File: src/sv/gdbrsp_pkg.sv
// Package for the remote-debugger packet checker: character codes, phase
// and verdict encodings, result record and hex digit decode.
// No dependencies.
`timescale 1ns / 1ps

package gdbrsp_pkg;

    // Sizes of the packet state
    localparam int unsigned MAX_PACKET_DEFAULT = 1024;
    localparam int unsigned LEN_W              = 11;
    localparam int unsigned TICK_W             = 16;

    // Framing characters
    localparam logic [7:0] C_DOLLAR = 8'h24;
    localparam logic [7:0] C_HASH   = 8'h23;

    // Saturation point of the idle tick counter
    localparam logic [TICK_W-1:0] C_IDLE_SAT = 16'hFFFF;

    // Reset value of the timeout register
    localparam logic [TICK_W-1:0] C_TIMEOUT_RESET = 16'd100;

    // Input operation codes
    localparam logic OP_BYTE = 1'b0;
    localparam logic OP_TICK = 1'b1;

    typedef enum logic [1:0] {
        PH_IDLE = 2'd0,
        PH_BODY = 2'd1,
        PH_HEX1 = 2'd2,
        PH_HEX2 = 2'd3
    } t_phase;

    typedef enum logic [2:0] {
        V_INPKT   = 3'd0,
        V_GOOD    = 3'd1,
        V_BAD     = 3'd2,
        V_OVER    = 3'd3,
        V_TIMEOUT = 3'd4,
        V_OUTSIDE = 3'd5
    } t_verdict;

    typedef struct packed {
        logic [7:0] byte_out;
        logic       has_byte;
        t_verdict   verdict;
        logic       packet_end;
    } t_result;

    // Decode one hex character; anything else reads as zero
    function automatic logic [3:0] hex_nibble(input logic [7:0] c);
        logic [3:0] v;
        v = 4'd0;
        case (c) inside
            [8'h30:8'h39]: v = c[3:0];
            [8'h41:8'h46],
            [8'h61:8'h66]: v = c[3:0] + 4'd9;
            default:       v = 4'd0;
        endcase
        return v;
    endfunction

endpackage

File: src/sv/gdbrsp_parser.sv
// Packet state tracker: phase, sums, length and idle counter, updated once
// per accepted beat, plus the result for that beat. Depends on gdbrsp_pkg.
`timescale 1ns / 1ps

module gdbrsp_parser
    import gdbrsp_pkg::*;
#(
    parameter int unsigned MAX_PACKET = MAX_PACKET_DEFAULT
) (
    input  logic              i_clk,
    input  logic              i_rst_n,
    input  logic              i_accept,
    input  logic              i_operation,
    input  logic [7:0]        i_byte,
    input  logic [TICK_W-1:0] i_timeout,
    output logic              o_emit,
    output t_result           o_result
);

    localparam logic [LEN_W-1:0] MaxLen = LEN_W'(MAX_PACKET);

    t_phase            r_phase,    n_phase;
    logic [7:0]        r_run_sum,  n_run_sum;
    logic [7:0]        r_rcv_sum,  n_rcv_sum;
    logic [LEN_W-1:0]  r_len,      n_len;
    logic [TICK_W-1:0] r_idle,     n_idle;

    logic [TICK_W-1:0] idle_inc;
    logic [7:0]        full_sum;

    // Hold state, then apply the beat
    always_comb begin
        n_phase   = r_phase;
        n_run_sum = r_run_sum;
        n_rcv_sum = r_rcv_sum;
        n_len     = r_len;
        n_idle    = r_idle;
        o_emit    = 1'b0;
        o_result  = '{byte_out: i_byte, has_byte: 1'b1, verdict: V_INPKT, packet_end: 1'b0};
        idle_inc  = (r_idle == C_IDLE_SAT) ? r_idle : r_idle + TICK_W'(1);
        full_sum  = r_rcv_sum | {4'd0, hex_nibble(i_byte)};

        if (i_accept) begin
            if (i_operation == OP_TICK) begin
                // Count idle time inside a packet, drop it on timeout
                if (r_phase != PH_IDLE) begin
                    n_idle = idle_inc;
                    if (idle_inc >= i_timeout) begin
                        n_phase   = PH_IDLE;
                        n_run_sum = '0;
                        n_rcv_sum = '0;
                        n_len     = '0;
                        n_idle    = '0;
                        o_emit    = 1'b1;
                        o_result  = '{byte_out: 8'd0, has_byte: 1'b0,
                                      verdict: V_TIMEOUT, packet_end: 1'b1};
                    end
                end
            end else if (r_phase == PH_IDLE) begin
                // Open a packet on '$', else mark the beat outside
                o_emit = 1'b1;
                if (i_byte == C_DOLLAR) begin
                    n_phase = PH_BODY;
                    n_len   = LEN_W'(1);
                end else begin
                    o_result.verdict = V_OUTSIDE;
                end
            end else begin
                o_emit = 1'b1;
                n_idle = '0;
                if (r_len >= MaxLen) begin
                    // Length limit reached: close as overflow
                    n_phase            = PH_IDLE;
                    n_run_sum          = '0;
                    n_rcv_sum          = '0;
                    n_len              = '0;
                    o_result.verdict    = V_OVER;
                    o_result.packet_end = 1'b1;
                end else begin
                    n_len = r_len + LEN_W'(1);
                    if (i_byte == C_HASH) begin
                        n_phase = PH_HEX1;
                    end else begin
                        case (r_phase)
                            PH_BODY: begin
                                n_run_sum = r_run_sum + i_byte;
                            end
                            PH_HEX1: begin
                                n_rcv_sum = {hex_nibble(i_byte), 4'd0};
                                n_phase   = PH_HEX2;
                            end
                            PH_HEX2: begin
                                // Second digit completes the checksum
                                n_phase             = PH_IDLE;
                                n_run_sum           = '0;
                                n_rcv_sum           = '0;
                                n_len               = '0;
                                o_result.verdict    = (full_sum == r_run_sum) ? V_GOOD : V_BAD;
                                o_result.packet_end = 1'b1;
                            end
                            default: begin
                                n_phase = r_phase;
                            end
                        endcase
                    end
                end
            end
        end
    end

    // State registers
    always_ff @(posedge i_clk) begin
        if (!i_rst_n) begin
            r_phase   <= PH_IDLE;
            r_run_sum <= '0;
            r_rcv_sum <= '0;
            r_len     <= '0;
            r_idle    <= '0;
        end else begin
            r_phase   <= n_phase;
            r_run_sum <= n_run_sum;
            r_rcv_sum <= n_rcv_sum;
            r_len     <= n_len;
            r_idle    <= n_idle;
        end
    end

endmodule

File: config.mk
export PLATFORM = sky130hd
export DESIGN_NAME = gdbrsp_parser
export DESIGN_NICKNAME = d
export VERILOG_FILES = /design/src/sv/gdbrsp_pkg.sv /design/src/sv/gdbrsp_parser.sv
export SDC_FILE = /design/constraint.sdc
export NUM_CORES = 1
export LEC_CHECK = 0
export BUFFER_PORTS_ARGS = -buffer_cell sky130_fd_sc_hd__buf_2
export CORE_MARGIN = 10
export CORE_UTILIZATION = 64
export CTS_CLUSTER_SIZE = 25
export DETAILED_ROUTE_END_ITERATION = 10
export GPL_TIMING_DRIVEN = 0
export PLACE_DENSITY = 0.87
export SYNTH_ARGS = -nofsm -noshare
export SYNTH_HDL_FRONTEND = slang
export SYNTH_SLANG_ARGS = --single-unit
File: constraint.sdc
create_clock -name i_clk -period 10.44 [get_ports i_clk]
set_clock_uncertainty 0.2 [all_clocks]
set_input_delay 0 -clock i_clk [delete_from_list [all_inputs] [get_ports i_clk]]
set_output_delay 0 -clock i_clk [all_outputs]
set_load 0.01 [all_outputs]
==> results of run 1 <==
==> metal layers <==
layer	up-vias	track usage, %	wire, um
li1	1821	-	-
met1	1693	23.89	4041
met2	121	37.64	4494
met3	19	4.796	527
met4	0	7.722	137
met5	-	0	0
==> cell usage in the layout, fill, tap and decap left out, types with 5 or more instances in the layout <==
cell type,n
a21oi_1,49
nand2_1,44
buf_2,44
dfxtp_1,41
nand3_1,34
inv_1,32
nor2_1,29
o21ai_0,29
ha_1,29
xnor2_1,17
clkbuf_1,13
nor3_1,13
and3_1,9
nand4_1,9
and2_1,9
nor2b_1,9
mux2i_1,7
a21o_1,6
nand2b_1,5
a31oi_1,5
or4_1,5
clkbuf_8,5
==> sequential cells by signal (all words and copies together) (netlist names) <==
name       cells
r_phase        2
r_run_sum      8
r_len         11
r_idle        16
r_rcv_sum      4
==> layout make-up <==
class	instances	area share [%]
plain buffers	23	2.925
clock buffers	5	1.730
clock inverters	3	1.635
inverters	34	3.208
multi-input cells	378	61.89
flip-flops and latches	41	20.63
well taps	70	2.201
repair buffers	43	5.786
==> through the flow <==
| step | utilization [%] | hold slack, ps | power (mW) | cell area, um^2 | cells |
|---|---|---|---|---|---|
| 2_1_floorplan | - | -68.60 | 0.1927 | 3527 | 476 |
| 3_3_place_gp | 72.84 | 184.1 | 0.2090 | 3815 | 586 |
| 5_1_grt | 75.97 | 99.49 | 0.3749 | 3979 | 597 |
| 6_report | 75.97 | 48.87 | 0.3623 | 3979 | 597 |
| 3_5_place_dp | 72.84 | 178.3 | 0.2104 | 3815 | 586 |
| 4_1_cts | 75.97 | 43.06 | 0.3610 | 3979 | 597 |
==> timing repair <==
item,4_1_cts,5_1_grt
buffers inserted,0,0
endpoints found under the hold margin,8,0
hold buffers,3,0
==> path summary, 6_finish.rpt <==
path / from / end / depth (start not counted)
max: r_idle[0]$_SDFFE_PN0P_ / o_result[12] / 16
min reg2reg: r_idle[9]$_SDFFE_PN0P_ / r_idle[9]$_SDFFE_PN0P_ / 2
min: i_byte[0] / r_run_sum[0]$_SDFFE_PN0P_ / 4
max reg2reg: r_idle[0]$_SDFFE_PN0P_ / r_len[5]$_SDFFE_PN0P_ / 15
==> logic make-up after synthesis <==
| group | Yosys count | synth area share (%) |
|---|---|---|
| AO/OA/AOI/OAI | 132 | 23.59 |
| XOR/XNOR | 20 | 4.966 |
| adder cells (fa/ha/maj) | 30 | 10.85 |
| buffers and inverters | 57 | 6.917 |
| flip-flops | 41 | 23.27 |
| multiplexers | 9 | 2.625 |
| AND/OR/NAND/NOR | 187 | 27.78 |
==> where the power goes <==
group          internal [mW]  total, mW  switching, mW  leakage, nW
Sequential             0.157      0.157       0.000575        0.330
Clock                 0.0950      0.154         0.0587       0.0681
Combinational         0.0203     0.0514         0.0310         1.26
Total                  0.272      0.362         0.0903         1.66
==> worst min-delay path, cell delays in order <==
cell and delay [ps]:
buf_2 150, ha_1 150, nand3_1 60, a21oi_1 140
==> impl_metrics.tcl, run 1 <==
set metrics [dict create \
    status "completed" \
    start_util_pct 67.34 \
    dieHeight_um 94.24 \
    setup_viol 0 \
    max_stage_delay_ps 470 \
    yosys_warnings 0 \
    regArea_um2 820.8 \
    tightest_slew_ps 639.6 \
    fillCellCount 419 \
    cts_sinks 41 \
    synth_cells 476 \
    io_buffer_count 40 \
    clock_path_buffers 2 \
    synth_area_per_cell_um2 7.410 \
    vdd_drop_max_v 0.00006933 \
    synth_area_leaders "dfxtp_1 (23%), ha_1 (10%), a21oi_1 (7.0%), nand3_1 (4.8%), nand2_1 (4.7%)" \
    tns_ps 0 \
    cts_root_buf "clkbuf_8" \
    row_count 26 \
    fmax_ghz 0.2253 \
    antenna_found_initial 0 \
    worst-path-buf-inv 2 \
    dp_hpwl_um 7112 \
    end_kind "primary output" \
    max_slew_margin_pct 56.69 \
    rsz0062_at_grt "false" \
    syn_to_final_growth_pct 12.81 \
    grt_max_degree 14 \
    synth_edf_count 0 \
    syn-num-nets 534 \
    fin_ws_ps 6001 \
    routed-via-count 3654 \
    pre_cts_ws_ps 6220 \
    ys_async_sr_fraction_pct 0 \
    routabilityCongestion 0.8707 \
    htreeDepth 2 \
    grt_usage_pct 21.18 \
    insertion_delay_ps 300 \
    synth.top_cell.area_share_pct 23.27 \
    grt_pass1_vias 3591 \
    dr.pass1.iters 5 \
    die_w_um 94.24 \
    drive_gt1_share_pct 14.23 \
    drc 0 \
    clkSlewWorstSetupHoldPaths_ps 80 \
    final-max-slew-violation-count 0 \
    grt_first_pass_wirelength_um 15860 \
    cts_buffers 5 \
    ctsResizeCount 0 \
    crit_family "compound AO/OA/AOI/OAI gates" \
    hp-class "in -> reg" \
    syn-cell-area_um2 3527 \
    synth_top_flop_cell "dfxtp_1" \
    rrSetupSlack_ps 6150 \
    final_net_count 584 \
    cellLeakagePower_nw 1.661 \
    multiInputGateArea_um2 2462 \
    ys_top_cells_by_count "a21oi_1 (49), nand2_1 (44), dfxtp_1 (41)" \
    ant_nets 0 \
    cp_max_fo 9 \
    worstPathCellList "ha_1 > nand2_1 > or3_1 > o2111ai_2 > nor3_1 > xor2_1 > ha_1 > a21o_1 > a21o_1 > a211oi_1 > a2bb2oi_2 > nand2_1 > and3_1 > clkbuf_1 > nor2b_1 > buf_2" \
    io_pins 42 \
    crit_required_ps 10240 \
    cts_tree "yes" \
    ys_seq_elements 41 \
    grt.overflow.total 0 \
    antennaDiodeCount 0 \
    p_per_area_nw_per_um2 91.06 \
    routedWlPerCell_um 15.41 \
    critPathLaunchType "flip-flop" \
    fin_crit_ps 4439 \
    cp.arrival_ps 4240 \
    synth.distinct_cells 67 \
    drt_iter0_drc 233 \
    slowest_stage "dfxtp_1" \
    core_area_um2 5238 \
    routed_wl_um 9200 \
    viasPerCell 6.121 \
    yosysSeqAreaShare_pct 23.27 \
    max_cap_viol_count 0 \
    hold_viol_final 0 \
    yosys.cell_count.top_type "a21oi_1" \
    die_area_um2 8880 \
    worstSetupPathType "reg -> out" \
    fin_crit_sh_pct 42.52 \
    yosysTopAreaCell "dfxtp_1" \
]
No activity file was read; power rests on OpenSTA's default activity.
==> inputs of run 2 (changes only) <==
Settings changed: CORE_UTILIZATION 64 to 54, PLACE_DENSITY 0.87 to 0.78.
Clock period 10.44 ns to 3.95 ns, I/O delays scaled along.
==> run 2 against run 1 <==
Compared with the run above: worst setup slack got worse by 5900 ps; non-clock buffer count grew 14; first-iteration DRC count grew 20%; sequential power rose to 2.6 times the previous value; hold slack lost 1.3 ps; core utilization decreased by 8.4 points; critical path type unchanged; critical endpoint is now o_result[11]; largest cell class unchanged.
==> impl_metrics.tcl, run 2 (synthesis results as in run 1) <==
set metrics [dict create \
    status "completed" \
    cts_tree "yes" \
    io_buffer_count 40 \
    routabilityCongestion 0.8486 \
    final_cell_area_um2 4288 \
    dp_hpwl_um 6950 \
    fin_crit_ps 3891 \
    grt.overflow.total 0 \
    rsz0062_at_grt "true" \
    antennaDiodeCount 0 \
    hp-class "in -> reg" \
    max_slew_margin_pct 60.89 \
    met1_usage_pct 21.54 \
    cts_root_buf "clkbuf_8" \
    mostFrequentLayoutCell "a21oi_1" \
    setup_viol 0 \
    critPathLaunchType "flip-flop" \
    viasPerCell 6.086 \
    routed-via-count 3767 \
    place_area_um2 3824 \
    start_util_pct 55.55 \
    final_net_count 599 \
    worstSetupPathType "reg -> out" \
    final-max-slew-violation-count 0 \
    vdd_drop_max_v 0.0001681 \
    drt_iter0_drc 279 \
    largest_reg_flops 16 \
    grt_pass1_vias 3569 \
    routedWlPerCell_um 16.42 \
    antenna_found_initial 0 \
    grt_first_pass_wirelength_um 15930 \
    insertion_delay_ps 300 \
    grt_max_degree 14 \
    cts_buffers 5 \
    use_met3_pct 2.881 \
    syn_to_final_growth_pct 21.57 \
    fillCellCount 538 \
    drive_gt1_share_pct 22.69 \
    reg_top3 "r_idle x16, r_len x11, r_run_sum x8" \
    clkSlewWorstSetupHoldPaths_ps 90 \
    routed_wl_um 10160 \
    tns_ps 0 \
    max_cap_viol_count 0 \
    use_met2_pct 32.78 \
    cellLeakagePower_nw 1.781 \
    cp_max_fo 5 \
    core_area_um2 6350 \
    tightest_slew_ps 577.5 \
    die_area_um2 10160 \
    crit_required_ps 3750 \
    final_cell_mix "a21oi_1 (47), buf_2 (44), nand2_1 (42)" \
    hold_viol_final 0 \
    ant_nets 0 \
    grt_most_used_layer "met2" \
    fin_crit_sh_pct 98.52 \
    holdWs_ps 47.60 \
    dieHeight_um 100.8 \
    end_kind "primary output" \
    dr.pass1.iters 5 \
    die_w_um 100.8 \
    clock_path_buffers 2 \
    row_count 29 \
    grt_usage_pct 18.53 \
    fmax_ghz 0.2570 \
    cts_sinks 41 \
    drc 0 \
    cp.arrival_ps 3690 \
    regMostFlops "r_idle" \
    htreeDepth 2 \
    io_pins 42 \
    p_per_area_nw_per_um2 209.4 \
]
==> run 2: cell type report <==
cell class	count	area, um^2	area share (%)
inverters	34	127.6	2.976
repair buffers	62	370.4	8.637
clock buffers	6	72.57	1.692
well taps	77	96.34	2.247
clock inverters	2	38.79	0.9046
multi-input cells	379	2640	61.57
flip-flops and latches	41	839.6	19.58
plain buffers	18	102.6	2.393
==> run 2: through the flow <==
step / power, mW / setup slack, ps / util [%] / std cells
6_report: 0.8981 / 58.57 / 67.53 / 619
3_3_place_gp: 0.5528 / -206.3 / 60.22 / 593
4_1_cts: 0.8968 / 6.206 / 65.12 / 614
2_1_floorplan: 0.5092 / 264.6 / - / 476
3_5_place_dp: 0.5557 / -261.4 / 60.22 / 593
5_1_grt: 0.9319 / -106.9 / 67.53 / 619
==> run 2: worst paths after layout <==
check	cells after the start	end	slack, ps	start
setup / recovery	15	o_result[11]	60	r_idle[6]$_SDFFE_PN0P_
hold / removal	4	r_run_sum[0]$_SDFFE_PN0P_	50	i_byte[0]
hold reg to reg	2	r_len[1]$_SDFFE_PN0P_	290	r_len[1]$_SDFFE_PN0P_
setup reg to reg	15	r_len[5]$_SDFFE_PN0P_	70	r_idle[6]$_SDFFE_PN0P_
==> run 2: critical path, stage by stage, from the launching register on <==
cell	delay (ps)
dfxtp_2	350
buf_8	100
nand4_1	210
or3_4	460
o2111ai_4	230
nor3_2	90
xor2_1	210
ha_1	290
a21o_1	170
a21o_1	170
a211oi_2	250
a2bb2oi_4	250
nand2_2	120
and3_4	240
nor2b_1	110
buf_2	140
==> run 2: what timing repair did <==
action,4_1_cts,5_1_grt
gates cloned,0,1
setup buffers,13,7
hold endpoints to repair,7,0
pin swaps,9,15
hold buffers,2,0
resized for setup,24,28
endpoints found under the setup margin,44,48
==> run 2: per-layer routing <==
layer / part of all wire (%) / wire (um)
met1: 43 / 4365
met2: 50 / 5082
met3: 4.5 / 461
met4: 2.5 / 255
met5: 0 / 0
==> run 2: power by group <==
group	leakage, nW	total (mW)	switching [mW]	internal, mW
combinational	1.39	0.141	0.0848	0.0564
clock	0.0554	0.344	0.154	0.190
sequential	0.335	0.413	0.00153	0.411
total	1.78	0.898	0.241	0.658
